File: src/sv/gcos_pkg.sv
// Package for the grouped charge order statistics core.
// Holds payload, command and status types, sizes, sentinels and group tables.
// Used by every module of the block but gcos_ram; depends on nothing.
`timescale 1ns / 1ps
package gcos_pkg;

   localparam int MAX_HITS  = 64;
   localparam int IDX_W     = $clog2(MAX_HITS);
   localparam int CNT_W     = $clog2(MAX_HITS + 1);
   localparam int NUM_GRP   = 5;
   localparam int NUM_SLOT  = 22;
   localparam int SLOT_W    = 5;
   localparam int HIT_W     = 31;
   localparam int FIFO_DEPTH = 2;

   localparam logic [24:0] SENT_MED = 25'd3199968;
   localparam logic [24:0] SENT_LOW = 25'd31999968;

   localparam logic ACT_HIT = 1'b0;
   localparam logic ACT_END = 1'b1;
   localparam logic KIND_ORDER = 1'b0;
   localparam logic KIND_LAYER = 1'b1;
   localparam logic [2:0] LAST_GROUP = 3'd4;

   typedef struct packed {
      logic        action;
      logic [2:0]  subdetector;
      logic [3:0]  layer_number;
      logic [23:0] charge;
      logic [23:0] fit_estimate;
   } req_type;

   typedef struct packed {
      logic        kind;
      logic [2:0]  group;
      logic [3:0]  layer_index;
      logic [24:0] median_value;
      logic [24:0] value_0;
      logic [24:0] value_1;
      logic [24:0] value_2;
      logic [24:0] value_3;
      logic [24:0] value_4;
      logic        overflow;
      logic        last;
   } rsp_type;

   typedef struct packed {
      logic        is_end;
      logic [2:0]  det;
      logic [3:0]  lay;
      logic [23:0] q;
   } cmd_type;

   // One stored hit; HIT_W bits wide.
   typedef struct packed {
      logic [2:0]  det;
      logic [3:0]  lay;
      logic [23:0] q;
   } hit_type;

   typedef struct packed {
      logic             busy;
      logic [CNT_W-1:0] hit_count;
   } status_type;

   typedef struct packed {
      logic              hit;
      logic [SLOT_W-1:0] idx;
   } slot_type;

   typedef enum logic [2:0] {
      BK_IDLE,
      BK_GRP_INIT,
      BK_OUTER_RD,
      BK_OUTER_LAT,
      BK_INNER,
      BK_EMIT_OS,
      BK_EMIT_LAY
   } back_state_type;

   function automatic logic [2:0] grp_code(input logic [2:0] g);
      logic [2:0] c;
      unique case (g)
         3'd1:    c = 3'd3;
         3'd2:    c = 3'd4;
         3'd3:    c = 3'd5;
         3'd4:    c = 3'd6;
         default: c = 3'd0;
      endcase
      return c;
   endfunction

   function automatic logic [3:0] grp_lays(input logic [2:0] g);
      logic [3:0] n;
      unique case (g)
         3'd1:    n = 4'd4;
         3'd2:    n = 4'd3;
         3'd3:    n = 4'd6;
         3'd4:    n = 4'd9;
         default: n = 4'd0;
      endcase
      return n;
   endfunction

   function automatic logic [SLOT_W-1:0] grp_base(input logic [2:0] g);
      logic [SLOT_W-1:0] b;
      unique case (g)
         3'd2:    b = 5'd4;
         3'd3:    b = 5'd7;
         3'd4:    b = 5'd13;
         default: b = 5'd0;
      endcase
      return b;
   endfunction

   // Map a subdetector code to its group index; zero for unused codes.
   function automatic logic [2:0] det_group(input logic [2:0] det);
      logic [2:0] g;
      unique case (det)
         3'd3:    g = 3'd1;
         3'd4:    g = 3'd2;
         3'd5:    g = 3'd3;
         3'd6:    g = 3'd4;
         default: g = 3'd0;
      endcase
      return g;
   endfunction

   function automatic slot_type layer_slot(input logic [2:0] det, input logic [3:0] lay);
      slot_type   s;
      logic [2:0] g;
      g     = det_group(det);
      s.hit = (g != 3'd0) && (lay != 4'd0) && (lay <= grp_lays(g));
      s.idx = grp_base(g) + SLOT_W'(lay) - 5'd1;
      return s;
   endfunction

endpackage

File: src/sv/gcos_ram.sv
// Generic single-write, single-read RAM with registered read data.
// No dependencies.
`timescale 1ns / 1ps
module gcos_ram #(
   parameter int WIDTH = 8,
   parameter int DEPTH = 16
) (
   input  logic                     clock,
   input  logic                     we,
   input  logic [$clog2(DEPTH)-1:0] waddr,
   input  logic [WIDTH-1:0]         wdata,
   input  logic [$clog2(DEPTH)-1:0] raddr,
   output logic [WIDTH-1:0]         rdata
);
   logic [WIDTH-1:0] mem_ff [DEPTH];
   logic [WIDTH-1:0] rdata_ff;

   always_ff @(posedge clock) begin
      if (we) begin
         mem_ff[waddr] <= wdata;
      end
      rdata_ff <= mem_ff[raddr];
   end

   assign rdata = rdata_ff;
endmodule

File: src/sv/gcos_front.sv
// Front end: holds the estimate cut, filters hits and forms commands.
// Depends on gcos_pkg.
`timescale 1ns / 1ps
module gcos_front (
   input  logic             clock,
   input  logic             reset,
   input  logic             csr_we,
   input  logic [23:0]      csr_wdata,
   input  logic             push,
   input  gcos_pkg::req_type req_data,
   input  logic             q_full,
   output logic             q_push,
   output gcos_pkg::cmd_type q_cmd
);
   import gcos_pkg::*;

   logic [23:0] cut_ff, cut_in;

   always_comb begin
      cut_in = csr_we ? csr_wdata : cut_ff;
   end

   always_ff @(posedge clock) begin
      if (reset) begin
         cut_ff <= 24'hFFFFFF;
      end else begin
         cut_ff <= cut_in;
      end
   end

   // Drop hits that fail the cut; end of track always passes.
   always_comb begin
      q_cmd.is_end = (req_data.action == ACT_END);
      q_cmd.det    = req_data.subdetector;
      q_cmd.lay    = req_data.layer_number;
      q_cmd.q      = req_data.charge;
      q_push = push && !q_full &&
               (q_cmd.is_end || (req_data.fit_estimate < cut_ff));
   end
endmodule

File: src/sv/gcos_fifo.sv
// Short command queue between front and back.
// Depends on gcos_pkg.
`timescale 1ns / 1ps
module gcos_fifo (
   input  logic              clock,
   input  logic              reset,
   input  logic              wr_en,
   input  gcos_pkg::cmd_type wr_data,
   input  logic              rd_en,
   output gcos_pkg::cmd_type rd_data,
   output logic              full,
   output logic              empty
);
   import gcos_pkg::*;

   localparam int PTR_W = $clog2(FIFO_DEPTH);
   localparam int OCC_W = $clog2(FIFO_DEPTH + 1);

   cmd_type          mem_ff [FIFO_DEPTH];
   logic [PTR_W-1:0] wptr_ff, wptr_in, rptr_ff, rptr_in;
   logic [OCC_W-1:0] occ_ff, occ_in;
   logic             do_wr, do_rd;

   assign full  = (occ_ff == OCC_W'(FIFO_DEPTH));
   assign empty = (occ_ff == '0);
   assign do_wr = wr_en && !full;
   assign do_rd = rd_en && !empty;
   assign rd_data = mem_ff[rptr_ff];

   always_comb begin
      wptr_in = do_wr ? ((wptr_ff == PTR_W'(FIFO_DEPTH - 1)) ? '0 : wptr_ff + 1'b1) : wptr_ff;
      rptr_in = do_rd ? ((rptr_ff == PTR_W'(FIFO_DEPTH - 1)) ? '0 : rptr_ff + 1'b1) : rptr_ff;
      occ_in  = occ_ff + OCC_W'(do_wr) - OCC_W'(do_rd);
   end

   always_ff @(posedge clock) begin
      if (reset) begin
         wptr_ff <= '0;
         rptr_ff <= '0;
         occ_ff  <= '0;
      end else begin
         wptr_ff <= wptr_in;
         rptr_ff <= rptr_in;
         occ_ff  <= occ_in;
      end
      if (do_wr) begin
         mem_ff[wptr_ff] <= wr_data;
      end
   end
endmodule

File: src/sv/gcos_back.sv
// Back end: stores hits, keeps layer ranges and group counts, ranks hits
// per group at end of track and drives the result register.
// Depends on gcos_pkg and gcos_ram.
`timescale 1ns / 1ps
module gcos_back (
   input  logic                 clock,
   input  logic                 reset,
   input  gcos_pkg::cmd_type    cmd,
   input  logic                 cmd_empty,
   output logic                 cmd_pop,
   input  logic                 pop,
   output logic                 empty,
   output gcos_pkg::rsp_type    rsp_data,
   output gcos_pkg::status_type status
);
   import gcos_pkg::*;

   back_state_type    state_ff, state_in;
   logic [CNT_W-1:0]  cnt_ff;
   logic [CNT_W-1:0]  gcnt_ff [NUM_GRP];
   logic              ovf_ff;
   logic [24:0]       lmin_ff [NUM_SLOT];
   logic [24:0]       lmax_ff [NUM_SLOT];
   logic [NUM_SLOT-1:0] lval_ff;
   logic [2:0]        g_ff;
   logic [3:0]        lay_ff;
   logic [CNT_W-1:0]  i_ff, j_ff, rank_ff;
   logic              pend_ff;
   logic [IDX_W-1:0]  pj_ff;
   logic [23:0]       qi_ff;
   logic [24:0]       v_ff [5];
   logic [24:0]       med_ff;
   logic              rsp_valid_ff;
   rsp_type           rsp_ff, rsp_in;

   logic              ram_we;
   logic [IDX_W-1:0]  ram_raddr;
   hit_type           ram_wdata, ram_rdata;

   logic              out_free, rsp_load, load_hit, room;
   logic              member_rd, inner_done, lay_done;
   logic [CNT_W-1:0]  n_g, lo_idx, hi_idx;
   slot_type          slot;
   logic [SLOT_W-1:0] out_slot;
   logic [24:0]       x2;

   gcos_ram #(.WIDTH(HIT_W), .DEPTH(MAX_HITS)) u_ram (
      .clock (clock),
      .we    (ram_we),
      .waddr (cnt_ff[IDX_W-1:0]),
      .wdata (ram_wdata),
      .raddr (ram_raddr),
      .rdata (ram_rdata)
   );

   assign ram_wdata  = {cmd.det, cmd.lay, cmd.q};
   assign out_free   = !rsp_valid_ff || pop;
   assign room       = (cnt_ff < CNT_W'(MAX_HITS));
   assign n_g        = gcnt_ff[g_ff];
   assign lo_idx     = (n_g - 1'b1) >> 1;
   assign hi_idx     = n_g >> 1;
   assign member_rd  = (g_ff == 3'd0) || (ram_rdata.det == grp_code(g_ff));
   assign inner_done = (j_ff == cnt_ff) && !pend_ff;
   assign lay_done   = (lay_ff == grp_lays(g_ff));
   assign slot       = layer_slot(cmd.det, cmd.lay);
   assign out_slot   = grp_base(g_ff) + SLOT_W'(lay_ff) - 5'd1;
   assign x2         = {cmd.q, 1'b0};

   // Next state.
   always_comb begin
      state_in = state_ff;
      unique case (state_ff)
         BK_IDLE:      if (!cmd_empty && cmd.is_end) state_in = BK_GRP_INIT;
         BK_GRP_INIT:  state_in = BK_OUTER_RD;
         BK_OUTER_RD:  state_in = (i_ff == cnt_ff) ? BK_EMIT_OS : BK_OUTER_LAT;
         BK_OUTER_LAT: state_in = member_rd ? BK_INNER : BK_OUTER_RD;
         BK_INNER:     if (inner_done) state_in = BK_OUTER_RD;
         BK_EMIT_OS: begin
            if (out_free) begin
               state_in = (grp_lays(g_ff) == 4'd0) ? BK_GRP_INIT : BK_EMIT_LAY;
            end
         end
         BK_EMIT_LAY: begin
            if (out_free && lay_done) begin
               state_in = (g_ff == LAST_GROUP) ? BK_IDLE : BK_GRP_INIT;
            end
         end
         default:      state_in = BK_IDLE;
      endcase
   end

   // Control outputs.
   always_comb begin
      cmd_pop   = 1'b0;
      load_hit  = 1'b0;
      ram_we    = 1'b0;
      rsp_load  = 1'b0;
      ram_raddr = i_ff[IDX_W-1:0];
      rsp_in    = rsp_ff;
      unique case (state_ff)
         BK_IDLE: begin
            cmd_pop  = !cmd_empty;
            load_hit = !cmd_empty && !cmd.is_end;
            ram_we   = load_hit && room;
         end
         BK_INNER: ram_raddr = j_ff[IDX_W-1:0];
         BK_EMIT_OS: begin
            rsp_load            = out_free;
            rsp_in.kind         = KIND_ORDER;
            rsp_in.group        = g_ff;
            rsp_in.layer_index  = 4'd0;
            rsp_in.median_value = (n_g == '0) ? SENT_MED : med_ff;
            rsp_in.value_0      = v_ff[0];
            rsp_in.value_1      = v_ff[1];
            rsp_in.value_2      = v_ff[2];
            rsp_in.value_3      = v_ff[3];
            rsp_in.value_4      = v_ff[4];
            rsp_in.overflow     = ovf_ff;
            rsp_in.last         = 1'b0;
         end
         BK_EMIT_LAY: begin
            rsp_load            = out_free;
            rsp_in.kind         = KIND_LAYER;
            rsp_in.group        = g_ff;
            rsp_in.layer_index  = lay_ff;
            rsp_in.median_value = '0;
            rsp_in.value_0      = lval_ff[out_slot] ? lmin_ff[out_slot] : SENT_MED;
            rsp_in.value_1      = lval_ff[out_slot] ? lmax_ff[out_slot] : SENT_MED;
            rsp_in.value_2      = '0;
            rsp_in.value_3      = '0;
            rsp_in.value_4      = '0;
            rsp_in.overflow     = ovf_ff;
            rsp_in.last         = (g_ff == LAST_GROUP) && lay_done;
         end
         default: ;
      endcase
   end

   always_ff @(posedge clock) begin
      if (reset) begin
         state_ff     <= BK_IDLE;
         cnt_ff       <= '0;
         ovf_ff       <= 1'b0;
         lval_ff      <= '0;
         rsp_valid_ff <= 1'b0;
         pend_ff      <= 1'b0;
         for (int k = 0; k < NUM_GRP; k++) gcnt_ff[k] <= '0;
      end else begin
         state_ff <= state_in;
         if (rsp_load) begin
            rsp_valid_ff <= 1'b1;
         end else if (pop) begin
            rsp_valid_ff <= 1'b0;
         end
         if (load_hit) begin
            if (room) begin
               cnt_ff     <= cnt_ff + 1'b1;
               gcnt_ff[0] <= gcnt_ff[0] + 1'b1;
               if (det_group(cmd.det) != 3'd0) begin
                  gcnt_ff[det_group(cmd.det)] <= gcnt_ff[det_group(cmd.det)] + 1'b1;
               end
               if (slot.hit) begin
                  lval_ff[slot.idx] <= 1'b1;
               end
            end else begin
               ovf_ff <= 1'b1;
            end
         end
         if (state_ff == BK_INNER) begin
            pend_ff <= (j_ff != cnt_ff);
         end else begin
            pend_ff <= 1'b0;
         end
         // Clear the track after its final result.
         if (state_ff == BK_EMIT_LAY && out_free && lay_done && g_ff == LAST_GROUP) begin
            cnt_ff  <= '0;
            ovf_ff  <= 1'b0;
            lval_ff <= '0;
            for (int k = 0; k < NUM_GRP; k++) gcnt_ff[k] <= '0;
         end
      end

      if (rsp_load) begin
         rsp_ff <= rsp_in;
      end

      // Layer range update.
      if (load_hit && room && slot.hit) begin
         if (!lval_ff[slot.idx] || x2 < lmin_ff[slot.idx]) lmin_ff[slot.idx] <= x2;
         if (!lval_ff[slot.idx] || x2 > lmax_ff[slot.idx]) lmax_ff[slot.idx] <= x2;
      end

      unique case (state_ff)
         BK_IDLE: g_ff <= 3'd0;
         BK_GRP_INIT: begin
            i_ff   <= '0;
            med_ff <= '0;
            for (int k = 0; k < 5; k++) v_ff[k] <= SENT_LOW;
         end
         BK_OUTER_LAT: begin
            qi_ff   <= ram_rdata.q;
            rank_ff <= '0;
            j_ff    <= '0;
            if (!member_rd) i_ff <= i_ff + 1'b1;
         end
         BK_INNER: begin
            if (j_ff != cnt_ff) begin
               pj_ff <= j_ff[IDX_W-1:0];
               j_ff  <= j_ff + 1'b1;
            end
            // Rank with ties broken by store position.
            if (pend_ff && member_rd &&
                ((ram_rdata.q < qi_ff) ||
                 (ram_rdata.q == qi_ff && CNT_W'(pj_ff) < i_ff))) begin
               rank_ff <= rank_ff + 1'b1;
            end
            if (inner_done) begin
               i_ff <= i_ff + 1'b1;
               if (rank_ff < CNT_W'(5)) v_ff[rank_ff[2:0]] <= {qi_ff, 1'b0};
               med_ff <= med_ff + ((rank_ff == lo_idx) ? 25'(qi_ff) : 25'd0)
                                + ((rank_ff == hi_idx) ? 25'(qi_ff) : 25'd0);
            end
         end
         BK_EMIT_OS: begin
            if (out_free) begin
               if (grp_lays(g_ff) == 4'd0) g_ff <= g_ff + 1'b1;
               else lay_ff <= 4'd1;
            end
         end
         BK_EMIT_LAY: begin
            if (out_free) begin
               if (lay_done) g_ff <= g_ff + 1'b1;
               else lay_ff <= lay_ff + 1'b1;
            end
         end
         default: ;
      endcase
   end

   assign empty            = !rsp_valid_ff;
   assign rsp_data         = rsp_ff;
   assign status.busy      = (state_ff != BK_IDLE);
   assign status.hit_count = cnt_ff;
endmodule

File: src/sv/grouped_charge_order_statistics_core.sv
// Top level of the grouped charge order statistics core.
// Depends on gcos_pkg, gcos_front, gcos_fifo and gcos_back.
`timescale 1ns / 1ps
// The core collects the hits of one track and, on an end-of-track
// transaction, returns 27 results: for all hits and for each of subdetector
// codes 3..6 the median and five smallest charges, then the minimum and
// maximum charge of every layer of that subdetector. Hits whose fit estimate
// is not below csr_wdata's cut are dropped; kept hits beyond 64 are dropped
// and flagged in overflow. Hits pass the combinational front and the
// two-entry command queue into the back, which loads one hit per cycle
// while it is idle. End-of-track work is paced by the ranking loop, which
// reads the hit store through its single read port, and then by how fast
// the receiver takes the results. No new transaction is taken from the
// queue until the final result has been loaded.
module grouped_charge_order_statistics_core (
   input  logic              clock,
   input  logic              reset,
   input  logic              csr_we,
   input  logic [23:0]       csr_wdata,
   input  logic              push,
   output logic              full,
   input  gcos_pkg::req_type req_data,
   output logic              empty,
   input  logic              pop,
   output gcos_pkg::rsp_type rsp_data
);
   import gcos_pkg::*;

   cmd_type    q_in_cmd, q_out_cmd;
   logic       q_push, q_pop, q_empty;
   status_type status;

   // Filter and classify incoming transactions.
   gcos_front u_front (
      .clock     (clock),
      .reset     (reset),
      .csr_we    (csr_we),
      .csr_wdata (csr_wdata),
      .push      (push),
      .req_data  (req_data),
      .q_full    (full),
      .q_push    (q_push),
      .q_cmd     (q_in_cmd)
   );

   // Decouple the front from the back.
   gcos_fifo u_fifo (
      .clock   (clock),
      .reset   (reset),
      .wr_en   (q_push),
      .wr_data (q_in_cmd),
      .rd_en   (q_pop),
      .rd_data (q_out_cmd),
      .full    (full),
      .empty   (q_empty)
   );

   // Store hits and produce the results.
   gcos_back u_back (
      .clock     (clock),
      .reset     (reset),
      .cmd       (q_out_cmd),
      .cmd_empty (q_empty),
      .cmd_pop   (q_pop),
      .pop       (pop),
      .empty     (empty),
      .rsp_data  (rsp_data),
      .status    (status)
   );

   // Store never holds more than its capacity.
   a_cap: assert property (@(posedge clock) disable iff (reset)
      status.hit_count <= CNT_W'(MAX_HITS))
      else $error("hit count beyond capacity");

   // Final result is the last layer of the last group.
   a_last: assert property (@(posedge clock) disable iff (reset)
      (!empty && rsp_data.last) |->
         (rsp_data.kind == KIND_LAYER && rsp_data.group == LAST_GROUP &&
          rsp_data.layer_index == 4'd9))
      else $error("last flag on wrong result");

   // Order statistic results carry no layer.
   a_os_layer: assert property (@(posedge clock) disable iff (reset)
      (!empty && rsp_data.kind == KIND_ORDER) |-> (rsp_data.layer_index == 4'd0))
      else $error("layer index on order statistic result");

   // Store is empty once the track's results are all loaded.
   a_clear: assert property (@(posedge clock) disable iff (reset)
      (!empty && rsp_data.last && $rose(!empty)) |-> (status.hit_count == '0))
      else $error("store not cleared after track");
endmodule

File: config.mk
export PLATFORM = sky130hd
export DESIGN_NAME = grouped_charge_order_statistics_core
export DESIGN_NICKNAME = d
export VERILOG_FILES = /design/src/sv/gcos_pkg.sv /design/src/sv/gcos_ram.sv /design/src/sv/gcos_front.sv /design/src/sv/gcos_fifo.sv /design/src/sv/gcos_back.sv /design/src/sv/grouped_charge_order_statistics_core.sv
export SDC_FILE = /design/constraint.sdc
export NUM_CORES = 2
export LEC_CHECK = 0
export BUFFER_PORTS_ARGS = -buffer_cell sky130_fd_sc_hd__buf_4
export CELL_PAD_IN_SITES_DETAIL_PLACEMENT = 1
export CELL_PAD_IN_SITES_GLOBAL_PLACEMENT = 2
export CORE_MARGIN = 10
export CORE_UTILIZATION = 44
export DETAILED_ROUTE_END_ITERATION = 10
export PLACE_DENSITY = 0.72
export SYNTH_ARGS = -nofsm -noshare
export SYNTH_HDL_FRONTEND = slang
export SYNTH_SLANG_ARGS = --single-unit
File: constraint.sdc
create_clock -name clock -period 8 [get_ports clock]
set_clock_uncertainty 0.05 [all_clocks]
set_input_delay 0 -clock clock [delete_from_list [all_inputs] [get_ports clock]]
set_output_delay 0 -clock clock [all_outputs]
set_load 0.005 [all_outputs]
Word level (Yosys, flattened, before mapping). Memories as Yosys holds them, arrays and structs flattened. A register that Yosys moved wholly into a read port is not among the register bits. Cells that the tools add are included.

Flip-flop bits (word level): 306. RAM bits: 3259. Input port bits: 85. Output and inout bits: 162. Logic and storage cells: 286. Memories: 6.

Memories: u_back.u_ram.mem_ff (words 64, width 31, read ports 1, clocked after memory_dff 1, wr ports 1, RTL line gcos_ram.sv:15) `logic [WIDTH-1:0] mem_ff [DEPTH];`; u_back.lmax_ff (words 22, width 24, read ports 2, clocked after memory_dff 0, wr ports 1, RTL line gcos_back.sv:23) `logic [24:0] lmax_ff [NUM_SLOT];`; u_back.lmin_ff (words 22, width 24, read ports 2, clocked after memory_dff 0, wr ports 1, RTL line gcos_back.sv:22) `logic [24:0] lmin_ff [NUM_SLOT];`; u_back.v_ff (words 5, width 24, read ports 5, clocked after memory_dff 0, wr ports 5, RTL line gcos_back.sv:31) `logic [24:0] v_ff [5];`; u_fifo.mem_ff (words 2, width 32, read ports 1, clocked after memory_dff 1, wr ports 1, RTL line gcos_fifo.sv:19) `cmd_type mem_ff [FIFO_DEPTH];`; u_back.gcnt_ff (words 5, width 7, read ports 3, clocked after memory_dff 1, wr ports 5, RTL line gcos_back.sv:20) `logic [CNT_W-1:0] gcnt_ff [NUM_GRP];`.

$add $sub $neg: 19. Order comparisons: 11. Eq/ne operators: 39. Muxes and demuxes: 109. Bitwise gates (word level): 9. Reduce and logical (&&, ||, !) cells: 64.

Operators with widths (count): 160-bit case mux with 2 select lines (1); 25-bit 2-to-1 mux (4); 7-bit 2-to-1 mux (11); 24-bit 2-to-1 mux (3); 3-bit 2-to-1 mux (21); 25-bit adder (2); 25-bit case mux with 2 select lines (1); 24-bit less-than comparator (2); 1-bit 2-to-1 mux (46); 7-bit by 1-bit adder with 7-bit output (second input constant) (6); 4-bit case mux with 4 select lines (2); 7-bit case mux with 2 select lines (2); 25-bit > comparator (1); 25-bit less-than comparator (1); 24-bit equality test (1); 3-bit equality test (second input constant) (8); 4-bit 2-to-1 mux (6); 3-bit case mux with 4 select lines (2); 4-bit case mux with 3 select lines (2); 24-bit OR reduction (1); 22-bit OR (1); 3-bit by 2-bit equality test with 1-bit output (second input constant) (7); 1-bit logical AND (21); 3-bit case mux with 7 select lines (1); other kinds (46) (98).

Depth between registers and ports, before layout.
Depth in word-level cells: 14. Depth in mapped cells: 29.

Hierarchy. From an unflattened synthesis, not the netlist that was laid out.

Cells, all modules: 8330. Area, all modules: 152456.2 um^2.

By module, submodules not included: gcos_ram (times used 1, cells an instance 3418, area an instance 76305.7 um^2); gcos_back (times used 1, cells an instance 4589, area an instance 71987.8 um^2); gcos_fifo (times used 1, cells an instance 127, area an instance 2542.4 um^2); gcos_front (times used 1, cells an instance 196, area an instance 1620.3 um^2).

Worst setup path before layout. No wires, ideal clock.

Path type: reg2reg. Start: register (tool-made name). End: memory u_back.lmin_ff[10][0] in the netlist's numbering, enable pin. Setup time: 435 ps. Arrival: 7578 ps. Data required time: 7515 ps. Setup slack: -63 ps. Stages on the path, launching flop included: 25. Clock period less this slack: 8063 ps. Cells stage by stage: dfxtp_1 > buf_2 > buf_1 > buf_1 > mux2i_1 > ha_1 > inv_1 > ha_1 > buf_2 > buf_2 > buf_4 > buf_2 > buf_2 > buf_1 > mux4_2 > o21ai_0 > ha_1 > a21o_1 > a21o_1 > a2111oi_0 > o311a_1 > a2111o_1 > o211ai_1 > buf_2 > nor3_1.

RTL lines (RTL line): end, declared (gcos_back.sv:22).

==> run metrics <==
number of instances in the synthesized netlist 7,464; Data arrival, critical path around 8000 ps; RSZ-0062 raised after global routing false; maximum clock frequency 133 MHz; Total Die Area approximately 340,000 sq um; share of layout cells above drive strength 1 26.2%; CP startpoint kind flip-flop; master cell of the clock root buffer sky130_fd_sc_hd__clkbuf_16; drt drc 0; ys async rst share 0%; hold violation total from the final report 0; hold-critical path depth 4; largest net degree at the start of global routing 115; pwr dens 421 nW/um^2; Die W approximately 590 um; number of buffers between clock root and the deepest sink 4; Clock transition at path regs 60 ps; CP Capture Type flip-flop; flop-to-flop setup slack 460 ps; worst min-delay path startpoint pop; total number of H-tree levels 5; Max Cap Viol 0; FF-to-FF End u_back.lmin_ff[5][7]$_DFFE_PP_; Slew Viols, Final 0; average detailed-routed wire length per instance 34.6 um; count of buffers from port buffering 241; number of nets in the final layout about 8,400; total wire length 436,000 um; initial drt markers around 9,400; Area growth, synth to finish 15.6%; First-pass DRT Iterations 5; hpwl dp 284,000 um; share of the yosys chip area belonging to registers a little under three quarters; final number of setup-violating endpoints 0; type of the worst min-delay path in2reg; top flip-flop cell by instance count after synthesis sky130_fd_sc_hd__edfxtp_1; total power of the final layout 0.0685 W; Peak VDD IR 620 uV; Clock Latency Late Sink approximately 950 ps; slew at the pin closest to its max-slew limit 1360 ps; number of primary I/O pins 247; R2R depth 22; highest fanout seen on the critical path between 50 and 60; Final Cycle Share 94.2%; Via-to-Cell Ratio 6.18; critical path type reg2reg; via count of the first global-routing pass 80,000; static power due to leakage ~53 nW; fin crit period around 7500 ps; count of yosys warnings during synthesis 0; TritonCTS buffer count 360; layout filler cell count 28,700; Hold Path End u_back.rsp_valid_ff$_SDFFE_PP0P_; flip-flop and latch count after synthesis 3,356; row cnt 207; number of sinks driven by the clock tree 3,356; count of distinct cell types in the synthesized netlist 94; Initial Util 44.2%; GRT Overall Usage 25.0%; CTS tree yes; total via count after detailed routing between 70,000 and 80,000; data required time of the critical path 8460 ps; mean post-synth cell area 18.9 sq um; wire length of the first global-routing pass 618,000 um; Detail Route Antenna Nets 0; final weighted congestion in routability-driven placement 0.870; overflow left after global routing 0; result of the run finished, final reports clean; number of enable flip-flop cells after synthesis 3,262; relative slew slack 8.38%; vertical die dimension 586 um; number of antenna violations at the first check in global routing 47; combined area of all synthesized cells 141,000 sq um; Hold Slack 181 ps; standard cell core area 318,000 sq um
## timing repair
| item | CTS | global route |
|---|---|---|
| hold endpoints to repair | 226 | 0 |
| endpoints found under the setup margin | 0 | 3 |
| setup buffers | 0 | 0 |
| gates resized for setup | 0 | 0 |
| hold buffers | 170 | 0 |
## cell families after synthesis
family	after synthesis	synth area share [%]
flip-flops	3356	70.9
AND/OR/NAND/NOR	1230	4.10
multiplexers	1138	16.9
AO/OA/AOI/OAI	852	4.01
buffers and inverters	628	1.84
adder cells (fa/ha/maj)	182	1.76
XOR/XNOR	77	0.489
other	1	0.00266
## report_power, final
part	switching, W	internal (W)	total (W)
Combinational	0.0198	0.0102	0.0300
Clock	0.00703	0.00925	0.0163
Sequential	0.000419	0.0219	0.0223
## metal layers
metal	wire length, um	vias to the layer above	global-route usage, %
met5	57	-	0
met4	14700	10	7.29
met3	33600	599	4.12
met2	206000	3476	39.7
met1	182000	42100	35.8
li1	-	31900	-
## critical path, stage by stage (launching register included)
cell                        delay, ps
sky130_fd_sc_hd__dfxtp_2          410
sky130_fd_sc_hd__or3b_1           430
sky130_fd_sc_hd__nand2_1          200
sky130_fd_sc_hd__inv_2            150
sky130_fd_sc_hd__nor2_1           220
sky130_fd_sc_hd__inv_1            110
sky130_fd_sc_hd__ha_1             290
sky130_fd_sc_hd__inv_1             60
sky130_fd_sc_hd__ha_4             170
sky130_fd_sc_hd__fa_4            1010
sky130_fd_sc_hd__buf_4            530
sky130_fd_sc_hd__o21ai_0          310
sky130_fd_sc_hd__o21ai_0          200
sky130_fd_sc_hd__o21ai_0          110
sky130_fd_sc_hd__ha_1             290
sky130_fd_sc_hd__a21o_1           170
sky130_fd_sc_hd__a21o_1           190
sky130_fd_sc_hd__a2111oi_0        690
sky130_fd_sc_hd__o311a_1          280
sky130_fd_sc_hd__a2111o_1         130
sky130_fd_sc_hd__o211ai_1         100
sky130_fd_sc_hd__buf_4            260
sky130_fd_sc_hd__nor2_4           710
## layout make-up
class / instances / area, sq um / share of cell area [%]
clock buffers: 434 / 9390 / 5.77
diodes: 58 / 145 / 0.0891
flip-flops and latches: 3356 / 99800 / 61.3
repair buffers: 686 / 6030 / 3.70
inverters: 193 / 727 / 0.447
well taps: 4180 / 5230 / 3.21
clock inverters: 212 / 1950 / 1.20
multi-input cells: 3505 / 39500 / 24.3
## flip-flops by register name, summed over array words and instances, names as in the netlist, 2 cells and up, named ones only
| signal | cells |
|---|---|
| u_back.gcnt_ff | 56 |
| u_back.rsp_data | 155 |
| u_back.qi_ff | 24 |
| u_back.v_ff | 120 |
| u_back.cnt_ff | 7 |
| u_back.u_ram.mem_ff | 1728 |
| u_back.j_ff | 7 |
| u_back.pj_ff | 6 |
| u_back.u_ram.rdata | 27 |
| u_back.g_ff | 3 |
| u_back.med_ff | 25 |
| u_back.i_ff | 7 |
| u_back.lmin_ff | 528 |
| u_back.lval_ff | 22 |
| u_back.rank_ff | 7 |
| u_fifo.occ_ff | 2 |
| u_back.lmax_ff | 528 |
| u_fifo.mem_ff | 64 |
| u_back.lay_ff | 4 |
| u_front.cut_ff | 24 |
| u_back.state_ff | 3 |
## cell usage after synthesis, types with 64 or more instances
cell | n | area share, %
sky130_fd_sc_hd__edfxtp_1 | 3262 | 70
sky130_fd_sc_hd__mux4_2 | 983 | 16
sky130_fd_sc_hd__nand2_1 | 435 | 1.2
sky130_fd_sc_hd__nor2_1 | 343 | 0.91
sky130_fd_sc_hd__o21ai_0 | 219 | 0.78
sky130_fd_sc_hd__a22oi_1 | 218 | 1.2
sky130_fd_sc_hd__clkbuf_1 | 216 | 0.58
sky130_fd_sc_hd__inv_1 | 189 | 0.50
sky130_fd_sc_hd__ha_1 | 155 | 1.4
sky130_fd_sc_hd__a21oi_1 | 136 | 0.48
sky130_fd_sc_hd__buf_2 | 133 | 0.47
sky130_fd_sc_hd__mux2i_1 | 121 | 0.86
sky130_fd_sc_hd__dfxtp_1 | 94 | 1.3
sky130_fd_sc_hd__and2_1 | 91 | 0.40
sky130_fd_sc_hd__nand4_1 | 78 | 0.35
sky130_fd_sc_hd__buf_1 | 73 | 0.19
sky130_fd_sc_hd__nor3_1 | 64 | 0.23
## stage by stage
step	utilization (%)	instance area (sq um)	std cells	setup TNS, ps	setup slack (ps)
3_3_place_gp	47.0	150000	11800	0	574
4_1_cts	51.1	163000	12600	0	435
6_report	51.1	163000	12600	0	463
3_5_place_dp	47.0	150000	11800	0	530
5_1_grt	51.1	163000	12600	0	5.75
2_1_floorplan	-	141000	7489	-9140	-63.4
## cell usage in the layout, fill, tap and decap left out, types with 23 or more instances in the layout
master	n
sky130_fd_sc_hd__clkinv_2	57
sky130_fd_sc_hd__clkinv_1	91
sky130_fd_sc_hd__nor2_4	54
sky130_fd_sc_hd__xnor2_1	42
sky130_fd_sc_hd__nand2_1	432
sky130_fd_sc_hd__diode_2	58
sky130_fd_sc_hd__a22oi_1	218
sky130_fd_sc_hd__a211oi_1	48
sky130_fd_sc_hd__nor2_2	42
sky130_fd_sc_hd__xor2_1	28
sky130_fd_sc_hd__mux4_2	983
sky130_fd_sc_hd__mux2_4	23
sky130_fd_sc_hd__o21ai_0	218
sky130_fd_sc_hd__o21a_1	23
sky130_fd_sc_hd__o22a_1	24
sky130_fd_sc_hd__inv_1	185
sky130_fd_sc_hd__conb_1	26
sky130_fd_sc_hd__dfxtp_1	93
sky130_fd_sc_hd__nand4_1	78
sky130_fd_sc_hd__o221ai_1	32
sky130_fd_sc_hd__nand3_1	40
sky130_fd_sc_hd__nor2_1	250
sky130_fd_sc_hd__or2_1	29
sky130_fd_sc_hd__a21o_1	32
sky130_fd_sc_hd__dlygate4sd3_1	170
sky130_fd_sc_hd__nor3_1	45
sky130_fd_sc_hd__nor2b_1	25
sky130_fd_sc_hd__clkbuf_16	365
sky130_fd_sc_hd__bufinv_16	27
sky130_fd_sc_hd__a21oi_1	134
sky130_fd_sc_hd__clkbuf_1	69
sky130_fd_sc_hd__buf_4	480
sky130_fd_sc_hd__edfxtp_1	3262
sky130_fd_sc_hd__ha_1	151
sky130_fd_sc_hd__o211ai_1	41
sky130_fd_sc_hd__buf_12	36
sky130_fd_sc_hd__and2_1	91
sky130_fd_sc_hd__fa_1	25
sky130_fd_sc_hd__mux2i_1	120
## worst max path at each step
stage / depth (start not counted) / slack, ps / endpoint
global route: 22 / 6 / u_back.lmin_ff[7][6]$_DFFE_PP_
finish: 22 / 460 / u_back.lmin_ff[5][7]$_DFFE_PP_
global placement: 22 / 570 / u_back.lmin_ff[5][7]$_DFFE_PP_
detailed placement: 22 / 530 / u_back.lmin_ff[5][18]$_DFFE_PP_
CTS: 22 / 430 / u_back.lmin_ff[5][7]$_DFFE_PP_
floorplan: 24 / -60 / u_back.lmin_ff[10][0]$_DFFE_PP_
Note: power is estimated with default switching activity, not from simulation.
